<file path="config.mk">
export PLATFORM = sky130hd
export DESIGN_NAME = first_fit_segment_allocator
export DESIGN_NICKNAME = d
export VERILOG_FILES = /design/src/hw/rtl/ffsa_pkg.sv /design/src/hw/rtl/ffsa_datapath.sv /design/src/hw/rtl/ffsa_ctrl.sv /design/src/hw/rtl/first_fit_segment_allocator.sv
export SDC_FILE = /design/constraint.sdc
export NUM_CORES = 2
export LEC_CHECK = 0
export ABC_AREA = 1
export ABC_CLOCK_PERIOD_IN_PS = 6300
export BUFFER_PORTS_ARGS = -buffer_cell sky130_fd_sc_hd__buf_4
export CAP_MARGIN = 40
export CORE_ASPECT_RATIO = 1.4
export CORE_MARGIN = 8
export CORE_UTILIZATION = 42
export DETAILED_ROUTE_END_ITERATION = 16
export GPL_TIMING_DRIVEN = 0
export PLACE_DENSITY = 0.53
export SYNTH_ARGS = -nofsm -noshare
export SYNTH_HDL_FRONTEND = slang
export SYNTH_SLANG_ARGS = --single-unit
</file>
<file path="constraint.sdc">
create_clock -name clk_i -period 6.3 [get_ports clk_i]
set_clock_uncertainty 0.05 [all_clocks]
set_input_delay 1.575 -clock clk_i [delete_from_list [all_inputs] [get_ports clk_i]]
set_output_delay 1.575 -clock clk_i [all_outputs]
set_load 0.02 [all_outputs]
</file>
<file path="src/hw/rtl/ffsa_pkg.sv">
// Shared constants, codes and controller/datapath interface types of the segment allocator.
`timescale 1ns / 1ps
package ffsa_pkg;

  localparam int unsigned ArenaBytesDef  = 16384;
  localparam int unsigned HeaderBytesDef = 32;
  localparam int unsigned MaxSegmentsDef = 64;

  localparam int unsigned FieldW = 15;

  localparam logic [1:0] ST_OK      = 2'd0;
  localparam logic [1:0] ST_NOMEM   = 2'd1;
  localparam logic [1:0] ST_INVALID = 2'd2;

  typedef enum logic [4:0] {
    OP_NONE,
    OP_INIT,
    OP_START,
    OP_RD_IDX,
    OP_RD_NEXT,
    OP_STEP,
    OP_WR_USED,
    OP_SPLIT_PREP,
    OP_WR_REM,
    OP_SH_RD,
    OP_SH_WR,
    OP_WR_FREE,
    OP_C_INIT,
    OP_LOAD_CUR,
    OP_MERGE,
    OP_ADV,
    OP_CNT_DEC
  } ffsa_op_e;

  typedef enum logic [2:0] {
    RES_NONE,
    RES_OK_ADDR,
    RES_OK_ZERO,
    RES_NOMEM,
    RES_INVALID
  } ffsa_res_e;

  typedef struct packed {
    ffsa_op_e  op;
    ffsa_res_e res;
  } ffsa_cmd_t;

  typedef struct packed {
    logic mode_free;
    logic fit;
    logic exact;
    logic split_ok;
    logic full;
    logic last;
    logic hit;
    logic both_free;
    logic sh_done;
  } ffsa_stat_t;

endpackage

</file>
<file path="src/hw/rtl/ffsa_datapath.sv">
// Datapath of the segment allocator: segment table memory, walk registers and result register.
`timescale 1ns / 1ps
module ffsa_datapath #(
  parameter int unsigned ARENA_BYTES  = ffsa_pkg::ArenaBytesDef,
  parameter int unsigned HEADER_BYTES = ffsa_pkg::HeaderBytesDef,
  parameter int unsigned MAX_SEGMENTS = ffsa_pkg::MaxSegmentsDef
) (
  input  logic                           clk_i,
  input  logic                           rst_ni,
  input  ffsa_pkg::ffsa_cmd_t            cmd_i,
  output ffsa_pkg::ffsa_stat_t           stat_o,
  input  logic                           mode_i,
  input  logic [ffsa_pkg::FieldW-1:0]    request_bytes_i,
  input  logic [ffsa_pkg::FieldW-1:0]    free_address_i,
  output logic                           done_o,
  output logic [1:0]                     status_o,
  output logic [ffsa_pkg::FieldW-1:0]    address_o
);
  import ffsa_pkg::*;

  localparam int unsigned SW   = $clog2(ARENA_BYTES + 1);
  localparam int unsigned IW   = $clog2(MAX_SEGMENTS);
  localparam int unsigned CW   = $clog2(MAX_SEGMENTS + 1);
  localparam int unsigned CMPW = ((SW > FieldW) ? SW : FieldW) + 2;
  localparam logic [CMPW-1:0] HdrX    = CMPW'(HEADER_BYTES);
  localparam logic [SW-1:0]   HdrS    = SW'(HEADER_BYTES);
  localparam logic [SW-1:0]   InitSz  = SW'(ARENA_BYTES - HEADER_BYTES);

  logic [SW:0]        mem_q [MAX_SEGMENTS];
  logic [SW:0]        rdata_q;
  logic               mode_q;
  logic [FieldW-1:0]  req_q, where_q;
  logic [IW-1:0]      idx_q;
  logic [CW-1:0]      k_q, count_q;
  logic               dir_ins_q;
  logic [SW-1:0]      offset_q, rem_q, cur_size_q;
  logic               cur_used_q;

  logic [SW-1:0]      rsize;
  logic               rused;
  logic [CMPW-1:0]    size_x, req_x, off_hdr;
  logic [CW-1:0]      idx_p1;
  logic [IW-1:0]      rd_addr, wr_addr;
  logic               re, we;
  logic [SW:0]        wdata;
  logic [SW-1:0]      merged;

  assign rsize   = rdata_q[SW-1:0];
  assign rused   = rdata_q[SW];
  assign size_x  = CMPW'(rsize);
  assign req_x   = CMPW'(req_q);
  assign off_hdr = CMPW'(offset_q) + HdrX;
  assign idx_p1  = CW'(idx_q) + CW'(1);
  assign merged  = cur_size_q + rsize + HdrS;

  always_comb begin
    stat_o.mode_free = mode_q;
    stat_o.fit       = !rused && (size_x >= req_x);
    stat_o.exact     = (size_x == req_x);
    stat_o.split_ok  = size_x > (req_x + HdrX);
    stat_o.full      = count_q >= CW'(MAX_SEGMENTS);
    stat_o.last      = idx_p1 >= count_q;
    stat_o.hit       = off_hdr == CMPW'(where_q);
    stat_o.both_free = !cur_used_q && !rused;
    stat_o.sh_done   = dir_ins_q ? (k_q <= idx_p1) : ((k_q + CW'(1)) >= count_q);
  end

  // Memory port steering.
  always_comb begin
    re      = 1'b0;
    we      = 1'b0;
    rd_addr = idx_q;
    wr_addr = idx_q;
    wdata   = rdata_q;
    unique case (cmd_i.op)
      OP_INIT: begin
        we      = 1'b1;
        wr_addr = '0;
        wdata   = {1'b0, InitSz};
      end
      OP_RD_IDX:  re = 1'b1;
      OP_RD_NEXT: begin
        re      = 1'b1;
        rd_addr = idx_p1[IW-1:0];
      end
      OP_SH_RD: begin
        re      = 1'b1;
        rd_addr = dir_ins_q ? IW'(k_q - CW'(1)) : IW'(k_q + CW'(1));
      end
      OP_SH_WR: begin
        we      = 1'b1;
        wr_addr = k_q[IW-1:0];
        wdata   = rdata_q;
      end
      OP_WR_USED: begin
        we    = 1'b1;
        wdata = {1'b1, SW'(req_q)};
      end
      OP_WR_REM: begin
        we      = 1'b1;
        wr_addr = idx_p1[IW-1:0];
        wdata   = {1'b0, rem_q};
      end
      OP_WR_FREE: begin
        we    = 1'b1;
        wdata = {1'b0, rsize};
      end
      OP_MERGE: begin
        we    = 1'b1;
        wdata = {1'b0, merged};
      end
      default: ;
    endcase
  end

  always_ff @(posedge clk_i) begin
    if (we) begin
      mem_q[wr_addr] <= wdata;
    end
    if (re) begin
      rdata_q <= mem_q[rd_addr];
    end
  end

  // Walk registers.
  always_ff @(posedge clk_i) begin
    case (cmd_i.op)
      OP_START: begin
        mode_q   <= mode_i;
        req_q    <= request_bytes_i;
        where_q  <= free_address_i;
        idx_q    <= '0;
        offset_q <= '0;
      end
      OP_STEP: begin
        idx_q    <= idx_p1[IW-1:0];
        offset_q <= offset_q + HdrS + rsize;
      end
      OP_SPLIT_PREP: begin
        rem_q     <= SW'(size_x - req_x - HdrX);
        k_q       <= count_q;
        dir_ins_q <= 1'b1;
      end
      OP_SH_WR: k_q <= dir_ins_q ? (k_q - CW'(1)) : (k_q + CW'(1));
      OP_C_INIT: idx_q <= '0;
      OP_LOAD_CUR: begin
        cur_size_q <= rsize;
        cur_used_q <= rused;
      end
      OP_MERGE: begin
        cur_size_q <= merged;
        k_q        <= idx_p1;
        dir_ins_q  <= 1'b0;
      end
      OP_ADV: begin
        cur_size_q <= rsize;
        cur_used_q <= rused;
        idx_q      <= idx_p1[IW-1:0];
      end
      default: ;
    endcase
  end

  // Segment count and result beat.
  always_ff @(posedge clk_i or negedge rst_ni) begin
    if (!rst_ni) begin
      count_q   <= CW'(1);
      done_o    <= 1'b0;
      status_o  <= ST_OK;
      address_o <= '0;
    end else begin
      if (cmd_i.op == OP_INIT) begin
        count_q <= CW'(1);
      end else if (cmd_i.op == OP_WR_REM) begin
        count_q <= count_q + CW'(1);
      end else if (cmd_i.op == OP_CNT_DEC) begin
        count_q <= count_q - CW'(1);
      end
      done_o    <= cmd_i.res != RES_NONE;
      status_o  <= ST_OK;
      address_o <= '0;
      case (cmd_i.res)
        RES_OK_ADDR: address_o <= off_hdr[FieldW-1:0];
        RES_NOMEM:   status_o  <= ST_NOMEM;
        RES_INVALID: status_o  <= ST_INVALID;
        default: ;
      endcase
    end
  end

endmodule

</file>
<file path="src/hw/rtl/ffsa_ctrl.sv">
// Controller state machine of the segment allocator.
`timescale 1ns / 1ps
module ffsa_ctrl (
  input  logic                  clk_i,
  input  logic                  rst_ni,
  input  logic                  start_i,
  output logic                  busy_o,
  input  ffsa_pkg::ffsa_stat_t  stat_i,
  output ffsa_pkg::ffsa_cmd_t   cmd_o
);
  import ffsa_pkg::*;

  localparam logic [3:0] S_INIT = 4'd0;
  localparam logic [3:0] S_IDLE = 4'd1;
  localparam logic [3:0] S_ARD  = 4'd2;
  localparam logic [3:0] S_ACHK = 4'd3;
  localparam logic [3:0] S_SRD  = 4'd4;
  localparam logic [3:0] S_SWR  = 4'd5;
  localparam logic [3:0] S_WU   = 4'd6;
  localparam logic [3:0] S_WREM = 4'd7;
  localparam logic [3:0] S_C0   = 4'd8;
  localparam logic [3:0] S_CRD  = 4'd9;
  localparam logic [3:0] S_CCUR = 4'd10;
  localparam logic [3:0] S_CNXT = 4'd11;
  localparam logic [3:0] S_CCHK = 4'd12;
  localparam logic [3:0] S_RRD  = 4'd13;
  localparam logic [3:0] S_RWR  = 4'd14;

  logic [3:0] state_q, state_d;

  assign busy_o = state_q != S_IDLE;

  always_comb begin
    state_d   = state_q;
    cmd_o.op  = OP_NONE;
    cmd_o.res = RES_NONE;
    unique case (state_q)
      S_INIT: begin
        cmd_o.op = OP_INIT;
        state_d  = S_IDLE;
      end
      S_IDLE: begin
        if (start_i) begin
          cmd_o.op = OP_START;
          state_d  = S_ARD;
        end
      end
      S_ARD: begin
        cmd_o.op = OP_RD_IDX;
        state_d  = S_ACHK;
      end
      S_ACHK: begin
        if (!stat_i.mode_free && stat_i.fit) begin
          if (stat_i.exact) begin
            cmd_o.op  = OP_WR_USED;
            cmd_o.res = RES_OK_ADDR;
            state_d   = S_IDLE;
          end else if (stat_i.split_ok && !stat_i.full) begin
            cmd_o.op = OP_SPLIT_PREP;
            state_d  = S_SRD;
          end else begin
            cmd_o.res = RES_NOMEM;
            state_d   = S_IDLE;
          end
        end else if (stat_i.mode_free && stat_i.hit) begin
          cmd_o.op = OP_WR_FREE;
          state_d  = S_C0;
        end else if (stat_i.last) begin
          cmd_o.res = stat_i.mode_free ? RES_INVALID : RES_NOMEM;
          state_d   = S_IDLE;
        end else begin
          cmd_o.op = OP_STEP;
          state_d  = S_ARD;
        end
      end
      S_SRD: begin
        if (stat_i.sh_done) begin
          state_d = S_WU;
        end else begin
          cmd_o.op = OP_SH_RD;
          state_d  = S_SWR;
        end
      end
      S_SWR: begin
        cmd_o.op = OP_SH_WR;
        state_d  = S_SRD;
      end
      S_WU: begin
        cmd_o.op = OP_WR_USED;
        state_d  = S_WREM;
      end
      S_WREM: begin
        cmd_o.op  = OP_WR_REM;
        cmd_o.res = RES_OK_ADDR;
        state_d   = S_IDLE;
      end
      S_C0: begin
        cmd_o.op = OP_C_INIT;
        state_d  = S_CRD;
      end
      S_CRD: begin
        cmd_o.op = OP_RD_IDX;
        state_d  = S_CCUR;
      end
      S_CCUR: begin
        cmd_o.op = OP_LOAD_CUR;
        state_d  = S_CNXT;
      end
      S_CNXT: begin
        if (stat_i.last) begin
          cmd_o.res = RES_OK_ZERO;
          state_d   = S_IDLE;
        end else begin
          cmd_o.op = OP_RD_NEXT;
          state_d  = S_CCHK;
        end
      end
      S_CCHK: begin
        if (stat_i.both_free) begin
          cmd_o.op = OP_MERGE;
          state_d  = S_RRD;
        end else begin
          cmd_o.op = OP_ADV;
          state_d  = S_CNXT;
        end
      end
      S_RRD: begin
        if (stat_i.sh_done) begin
          cmd_o.op = OP_CNT_DEC;
          state_d  = S_CNXT;
        end else begin
          cmd_o.op = OP_SH_RD;
          state_d  = S_RWR;
        end
      end
      S_RWR: begin
        cmd_o.op = OP_SH_WR;
        state_d  = S_RRD;
      end
      default: state_d = S_INIT;
    endcase
  end

  always_ff @(posedge clk_i or negedge rst_ni) begin
    if (!rst_ni) begin
      state_q <= S_INIT;
    end else begin
      state_q <= state_d;
    end
  end

endmodule

</file>
<file path="src/hw/rtl/first_fit_segment_allocator.sv">
// Top level of the first-fit segment allocator with coalescing.
`timescale 1ns / 1ps
// Usage:
// A request beat is taken at a rising edge where start_i is high and busy_o is
// low. mode_i selects an allocate (0, size in request_bytes_i) or a free (1,
// payload offset in free_address_i). Each request yields exactly one result
// beat: done_o is high for one cycle with status_o and address_o valid.
// status_o is ok, no memory, or invalid address; address_o is the payload
// offset on a successful allocate and zero otherwise.
// Sequencing: the controller walks the segment table through a single read
// port of the table memory, with a read state and a check state per entry
// visited. A split shifts each entry above the split up by one, with a read
// and a write state per entry shifted; a free runs a merge pass with a read
// and a check state per entry, plus a read and a write state per entry
// shifted down on each merge. One request runs at a time; the next one can be
// accepted at the same edge that accepts the result beat.
// After reset the block writes the initial free segment in its init state,
// with busy_o high. The receiver cannot stall: result beats are not held.
module first_fit_segment_allocator #(
  parameter int unsigned ARENA_BYTES  = ffsa_pkg::ArenaBytesDef,
  parameter int unsigned HEADER_BYTES = ffsa_pkg::HeaderBytesDef,
  parameter int unsigned MAX_SEGMENTS = ffsa_pkg::MaxSegmentsDef
) (
  input  logic                        clk_i,
  input  logic                        rst_ni,
  input  logic                        start_i,
  output logic                        busy_o,
  input  logic                        mode_i,
  input  logic [ffsa_pkg::FieldW-1:0] request_bytes_i,
  input  logic [ffsa_pkg::FieldW-1:0] free_address_i,
  output logic                        done_o,
  output logic [1:0]                  status_o,
  output logic [ffsa_pkg::FieldW-1:0] address_o
);
  import ffsa_pkg::*;

  ffsa_cmd_t  cmd;
  ffsa_stat_t stat;

  // The controller sequences the walk; the datapath owns the table.
  ffsa_ctrl u_ctrl (
    .clk_i   (clk_i),
    .rst_ni  (rst_ni),
    .start_i (start_i),
    .busy_o  (busy_o),
    .stat_i  (stat),
    .cmd_o   (cmd)
  );

  ffsa_datapath #(
    .ARENA_BYTES  (ARENA_BYTES),
    .HEADER_BYTES (HEADER_BYTES),
    .MAX_SEGMENTS (MAX_SEGMENTS)
  ) u_datapath (
    .clk_i           (clk_i),
    .rst_ni          (rst_ni),
    .cmd_i           (cmd),
    .stat_o          (stat),
    .mode_i          (mode_i),
    .request_bytes_i (request_bytes_i),
    .free_address_i  (free_address_i),
    .done_o          (done_o),
    .status_o        (status_o),
    .address_o       (address_o)
  );

  // A result beat only ever closes a request that was in progress.
  a_done_after_busy: assert property (@(posedge clk_i) disable iff (!rst_ni)
    done_o |-> $past(busy_o)) else $error("result beat without request");

  // An accepted request keeps the block busy on the next cycle.
  a_accept_busy: assert property (@(posedge clk_i) disable iff (!rst_ni)
    (start_i && !busy_o) |=> busy_o) else $error("accepted request not busy");

  // Failed requests never report an address.
  a_fail_zero: assert property (@(posedge clk_i) disable iff (!rst_ni)
    (done_o && status_o != ST_OK) |-> (address_o == '0))
    else $error("failed request carries an address");

  // The status code stays within the defined codes.
  a_status_code: assert property (@(posedge clk_i) disable iff (!rst_ni)
    done_o |-> (status_o == ST_OK || status_o == ST_NOMEM || status_o == ST_INVALID))
    else $error("undefined status code");

endmodule
</file>
== Word-level counts from Yosys, hierarchy flattened ==
Memory sizes are Yosys's and may differ from the RTL's. A register that Yosys moved wholly into a read port is not among the register bits.
Cells that the tools add are included.
Storage, ports and cells
  memories kept: 1
  logic and storage cells: 145
  input port bits: 34
  register bits: 120
  bits in writable memories: 1024
Memories
  u_datapath.mem_q: words 64, width 16, rd ports 1, clocked after Yosys merged registers in 1, wr ports 1, RTL line ffsa_datapath.sv:29  | logic [SW:0] mem_q [MAX_SEGMENTS];
Operators by class
  eq/ne operators: 37
  reductions and logical operators: 25
  mux-type cells: 48
  add/sub/neg operators: 13
  $lt $le $gt $ge: 6
Operators by type and width (number)
  $pmux W16 S5: 1
  $pmux W5 S13: 1
  $pmux W15 S2: 2
  $pmux W4 S14: 1
  $eq A5 B4 Y1 const B: 8
  $add A15 B6 Y16 const B: 2
  $add A15 B15 Y15: 2
  $add A15 B6 Y15 const B: 2
  $eq A4 B4 Y1 const B: 7
  $mux W7: 4
  $mux W3: 9
  $mux W4: 6
  $pmux W6 S2: 2
  $pmux W7 S3: 1
  $eq A5 B3 Y1 const B: 4
  $pmux W6 S3: 1
  $eq A17 B15 Y1: 1
  $gt A15 B17 Y1: 1
  $eq A4 B3 Y1 const B: 4
  $mux W8: 2
  $eq A15 B15 Y1: 1
  $ge A15 B15 Y1: 1
  $mux W15: 1
  $sub A15 B15 Y15: 1
  other kinds (32): 64

== Longest topological paths before layout ==
  depth in word-level cells: 12
  depth in mapped cells: 27
  mapped depth without buffers: 26

== Cells and area by module ==
From an unflattened synthesis, not the netlist that was laid out.
Second synthesis, totals
  cells, all modules: 5247
  area, all modules: 55235.5 sq um
Modules (own cells, without submodules)
  ffsa_datapath: area an instance 54632.4 sq um, cells each 5132, instances 1
  ffsa_ctrl: area an instance 603.1 sq um, cells each 115, instances 1

== Worst setup path after synthesis ==
Ideal clock, no wire load.
  path type: input to register
  start: input port start_i
  end: memory u_datapath.mem_q[0][0] in the netlist's numbering (data pin)
  buffers on the path: 0
  data arrival time: 5.474 ns
  library setup time: 0.702 ns
  data required time: 5.548 ns
  stages: 9
  slack: 0.074 ns
  path through: inv_1 > nor2_1 > a2111oi_0 > nand3_1 > nand3_2 > inv_2 > nand2_4 > nand3_1 > o21ai_0
On the way
  word-level cells in the longest chain between the ends: 4
  elaborated cells on any way between the ends: 8
  those cells by class: eq/ne: 5; mux: 3
RTL lines
  from (decl): RTL line first_fit_segment_allocator.sv:26  | input logic start_i,
  $mux W2 (*): RTL line ffsa_ctrl.sv:43  | if (start_i) begin
  $pmux W5 S13 (*): RTL line ffsa_ctrl.sv:37  | unique case (state_q)
  $eq A5 B4 Y1 (tied with other cells): RTL line ffsa_datapath.sv:75  | unique case (cmd_i.op)
  $pmux W16 S5 (*): RTL line ffsa_datapath.sv:75
  via u_datapath.wdata[0]: RTL line ffsa_datapath.sv:45  | logic [SW:0] wdata;
  to (decl): RTL line ffsa_datapath.sv:29
The timed path passes the listed nets; every way through them passes the cells marked *.

== Worst setup path in the final report ==
  start: register u_datapath.idx_q[0]
  end: register u_datapath.rdata_q[14] (read register of u_datapath.mem_q) (data pin)
On the way
  word-level cells in the longest chain between the ends: 9
  elaborated cells on any way between the ends: 17
  those cells by class: add/sub: 1; order compare: 2; eq/ne: 3; mux: 10; reduce/logical: 1
RTL lines
  from (decl): RTL line ffsa_datapath.sv:33  | logic [IW-1:0] idx_q;
  from (signal assigned): RTL line ffsa_datapath.sv:136  | idx_q <= idx_p1[IW-1:0];
  from (signal assigned): RTL line ffsa_datapath.sv:158  | idx_q <= idx_p1[IW-1:0];
  $add A6 B1 Y7: RTL line ffsa_datapath.sv:53  | assign idx_p1 = CW'(idx_q) + CW'(1);
  $ge A7 B7 Y1: RTL line ffsa_datapath.sv:62  | stat_o.last = idx_p1 >= count_q;
  $mux W3: RTL line ffsa_ctrl.sv:68  | end else if (stat_i.last) begin
  $mux W5: RTL line ffsa_ctrl.sv:65  | end else if (stat_i.mode_free && stat_i.hit) begin
  $mux W8: RTL line ffsa_ctrl.sv:53  | if (!stat_i.mode_free && stat_i.fit) begin
  $pmux W5 S13: RTL line ffsa_ctrl.sv:37
  $eq A5 B2 Y1 (tied with other cells): RTL line ffsa_datapath.sv:75
  $reduce_or A3 Y1 (no line)
  $mux W1: RTL line ffsa_datapath.sv:75
  to (decl): RTL line ffsa_datapath.sv:30  | logic [SW:0] rdata_q;
Parallel ways exist; a longest one is shown, timed or not.
A chain may end at the register's enable or synchronous reset.

==> run_results.csv <==
group,metric,value,unit
sta,finalHoldViolCount,0,
floorplanning,initial_core_util,42.1,%
grt,overall_global_routing_usage,25.0,%
synth,dominantRegCellSynth,"sky130_fd_sc_hd__edfxtp_1",
synth,synthesis.area_per_instance,9.99,um^2
grt,grt_max_degree,57,
sta,setup_viol_count_final,0,
drt,avgViaCountPerCell,5.24,
cts,cts_htree_levels,3,
synth,synth_net_count,5729,
place,dp.final_hpwl,131000,um
cts,post_cts.resized_instances,0,
grt,grt_overflow_total,0,
layout,antenna_cells,0,
layout,share_of_final_layout_standard_cells_stronger_than_drive_strength_1,8.89,%
sta,tightestPinTransition,0.937,ns
hold_path,timing.hold.worst.class,"flop to flop",
cts,tritoncts,"built",
synth,synth-edff-count,1131,
layout,finalNetCount,5957,
floorplanning,floorplan.io_pins,53,
drt,detailedRoute.firstIterationViolations,3241,
cts,worstSkewPairLatency,0.74,ns
power_and_ir_drop,total_leakage_power,27.0,nW
drt,postRouteWirelength,182000,um
power_and_ir_drop,vdd_ir_drop_max,0.000411,V
cts,clk_transition_reported_paths,0.06,ns
drt,first_pass_iters,6,
sta,timing.final.crit_share,89.0,%
cts,cts.path.max_buffers,3,
sta,timing.max_slew.rel_slack,37.3,%
power_and_ir_drop,design_power_total,35.8,mW
sta,timing.hold.ws,0.521,ns
worst_setup_path,worstRegToRegCells,22,
layout,area_growth,13.6,%
floorplanning,fp-row-count,158,
sta,maxSlewViolCount,0,
synth,post_synth_inst_count,5557,
synth,ys_seq_elements,1160,
power_and_ir_drop,power.clock.fraction,19.2,%
worst_setup_path,critPathArrivalTime,6.01,ns
place,port_buffers,52,
cts,cts_root_buffer,"sky130_fd_sc_hd__clkbuf_16",
cts,cts.sink_count,1160,
drt,vias,40030,
floorplanning,coreArea,132000,um^2
power_and_ir_drop,power.share.switching,45.4,%
layout,fin_util,47.8,%
synth,synth.yosys.seq_area_share,62.5,%
grt,antenna_found_initial,5,
flow_run,drv.max_cap_violation_count,0,
status,status,"completed",
synth,yosysWarningCount,0,
power_and_ir_drop,total_switching_power,16.3,mW
drt,wl_per_cell,23.9,um
power_and_ir_drop,comb_power_share,47.9,%
worst_setup_path,worst_ep_required_time,6.71,ns
grt,grt_pass1_wl,262000,um
synth,async_reset_ff_share,2.50,%
synth,number_of_distinct_library_cells_after_synthesis,58,
hold_path,hold_path_depth,2,
drt,number_of_nets_with_antenna_violations_after_detailed_routing,0,
grt,first_global_vias,39006,
power_and_ir_drop,power.density,568,nW/um^2
power_and_ir_drop,internal_power,19.5,mW
place,gp_congestion,0.923,
drt,remaining_drc_errors,0,
cts,cts-buffers-inserted,114,
worst_setup_path,critPathKind,"flop to flop",
floorplanning,die_width,323,um
worst_setup_path,worstPathMaxFanout,10,
floorplanning,die_area,144000,um^2
worst_setup_path,timing.critical_path.to_type,"flop",
cts,postCtsSetupRepairBufs,0,
sta,setup_repair_after_global_routing_missed_its_margin,"false",
sta,maximum_clock_frequency,178,MHz
sta,layout_min_cycle_time,5.60,ns
worst_setup_path,cp-start-kind,"flop",
synth,post_synth_instance_area,55500,um^2
cts,holdBufCountCts,0,
floorplanning,die_height,446,um
power_and_ir_drop,power.sequential.fraction,32.8,%
## power groups by stage
stage | combinational (mW) | sequential, mW | clock [mW]
2_1_floorplan | 8.89 | 11.9 | 0
3_3_place_gp | 15.8 | 12.4 | 0
3_5_place_dp | 17.1 | 11.9 | 0
4_1_cts | 17.1 | 11.8 | 6.98
5_1_grt | 18.3 | 11.8 | 7.25
6_report | 17.2 | 11.8 | 6.89
## layout by cell type, fill, tap and decap left out, types with 118 or more instances in the layout
cell and instances:
sky130_fd_sc_hd__clkbuf_1 129, sky130_fd_sc_hd__clkbuf_16 118, sky130_fd_sc_hd__nand3_1 949, sky130_fd_sc_hd__nand2_1 1268, sky130_fd_sc_hd__ha_1 132, sky130_fd_sc_hd__inv_1 1039, sky130_fd_sc_hd__edfxtp_1 1131, sky130_fd_sc_hd__nor2_1 132
sky130_fd_sc_hd__nand4_1 172, sky130_fd_sc_hd__buf_2 133
## Yosys cell counts (12+ instances only)
cell type | count | area, um^2
sky130_fd_sc_hd__a21oi_1 | 67 | 335
sky130_fd_sc_hd__buf_1 | 18 | 67.6
sky130_fd_sc_hd__buf_2 | 133 | 666
sky130_fd_sc_hd__clkbuf_1 | 103 | 387
sky130_fd_sc_hd__dfrtp_1 | 28 | 701
sky130_fd_sc_hd__edfxtp_1 | 1131 | 34000
sky130_fd_sc_hd__ha_1 | 132 | 1650
sky130_fd_sc_hd__inv_1 | 1039 | 3900
sky130_fd_sc_hd__inv_2 | 25 | 93.8
sky130_fd_sc_hd__nand2_1 | 1283 | 4820
sky130_fd_sc_hd__nand3_1 | 949 | 4750
sky130_fd_sc_hd__nand3b_1 | 12 | 90.1
sky130_fd_sc_hd__nand4_1 | 172 | 1080
sky130_fd_sc_hd__nor2_1 | 152 | 571
sky130_fd_sc_hd__nor2_2 | 12 | 75.1
sky130_fd_sc_hd__nor3_1 | 15 | 75.1
sky130_fd_sc_hd__o211ai_1 | 39 | 293
sky130_fd_sc_hd__o21ai_0 | 56 | 280
sky130_fd_sc_hd__o22ai_1 | 24 | 150
sky130_fd_sc_hd__xnor2_1 | 21 | 184
sky130_fd_sc_hd__xor2_1 | 50 | 438
## worst max-delay path, stage by stage (launching register included)
cell	delay (ns)
sky130_fd_sc_hd__edfxtp_1	0.54
sky130_fd_sc_hd__nand4_1	0.16
sky130_fd_sc_hd__nor2_1	0.14
sky130_fd_sc_hd__xor2_1	0.61
sky130_fd_sc_hd__ha_1	0.36
sky130_fd_sc_hd__nand2_1	0.08
sky130_fd_sc_hd__a21oi_1	0.04
sky130_fd_sc_hd__nor2_1	0.12
sky130_fd_sc_hd__nand2_1	0.07
sky130_fd_sc_hd__nand2_1	0.18
sky130_fd_sc_hd__nand2_2	0.14
sky130_fd_sc_hd__o21ai_2	0.19
sky130_fd_sc_hd__inv_1	0.14
sky130_fd_sc_hd__nand2_1	0.08
sky130_fd_sc_hd__o21ai_0	0.10
sky130_fd_sc_hd__a21oi_2	0.35
sky130_fd_sc_hd__buf_2	0.51
sky130_fd_sc_hd__buf_2	0.46
sky130_fd_sc_hd__nand3_1	0.26
sky130_fd_sc_hd__nand3_1	0.23
sky130_fd_sc_hd__nand3_1	0.17
sky130_fd_sc_hd__nand3_1	0.22
sky130_fd_sc_hd__nand2_1	0.13
## cells by family (layout without fill, tap and decap cells)
group           Yosys count  count (layout)  synth area share, %
compound gates          226             226                 2.49
buf+inv                1333            1650                 9.45
flops                  1160            1160                 62.5
fa+ha+maj               138             138                 3.19
xor+xnor                 73              73                 1.21
simple gates           2627            2627                 21.1
## cell type report
cell class | count | area, um^2
Clock buffer | 144 | 3050
Tap cell | 1760 | 2200
Buffer | 268 | 1240
Inverter | 1065 | 4000
Multi-Input combinational cell | 3064 | 15700
Sequential cell | 1160 | 34700
Fill cell | 12326 | 68800
Timing Repair Buffer | 112 | 1490
Clock inverter | 61 | 608
## routing by layer
layer  part of all wire [%]  up-vias  track usage, %
li1                       -    18908               -
met3                    5.4      392            2.96
met1                     37    19376            28.8
met2                     50     1352            44.2
met5                 0.0071        -               0
met4                    6.9        2            15.1
## stage by stage
step,instances,setup TNS (ns),setup WS (ns),instance area [um^2]
floorplan,5557,0,0.0744,55500
global placement,7369,-3526.43,-6.86,58100
detailed placement,7429,0,0.692,59400
CTS,7634,0,0.678,63000
global route,7634,0,0.412,63000
finish,7634,0,0.695,63000
## sequential cells by signal, indices dropped and copies added (netlist names)
name	count
u_datapath.mem_q	1024
u_datapath.rdata_q	16
u_datapath.address_o	15
u_datapath.cur_size_q	15
u_datapath.offset_q	15
u_datapath.rem_q	15
u_datapath.req_q	15
u_datapath.where_q	15
u_datapath.count_q	7
u_datapath.k_q	7
u_datapath.idx_q	6
u_ctrl.state_q	4
u_datapath.status_o	2
u_datapath.cur_used_q	1
u_datapath.dir_ins_q	1
u_datapath.done_o	1
u_datapath.mode_q	1
## path summary, 6_finish.rpt
kind                                       start                     end  slack, ns
min in group asynchronous                 rst_ni   u_datapath.count_q[2]       0.72
setup reg to reg             u_datapath.idx_q[0]  u_datapath.rdata_q[14]       0.70
hold / removal             u_datapath.count_q[0]   u_datapath.count_q[0]       0.52
setup / recovery             u_datapath.idx_q[0]  u_datapath.rdata_q[14]       0.70
max in group asynchronous                 rst_ni   u_datapath.count_q[0]       5.16
hold reg to reg            u_datapath.count_q[0]   u_datapath.count_q[0]       0.52
Note: power is estimated with default switching activity, not from simulation.
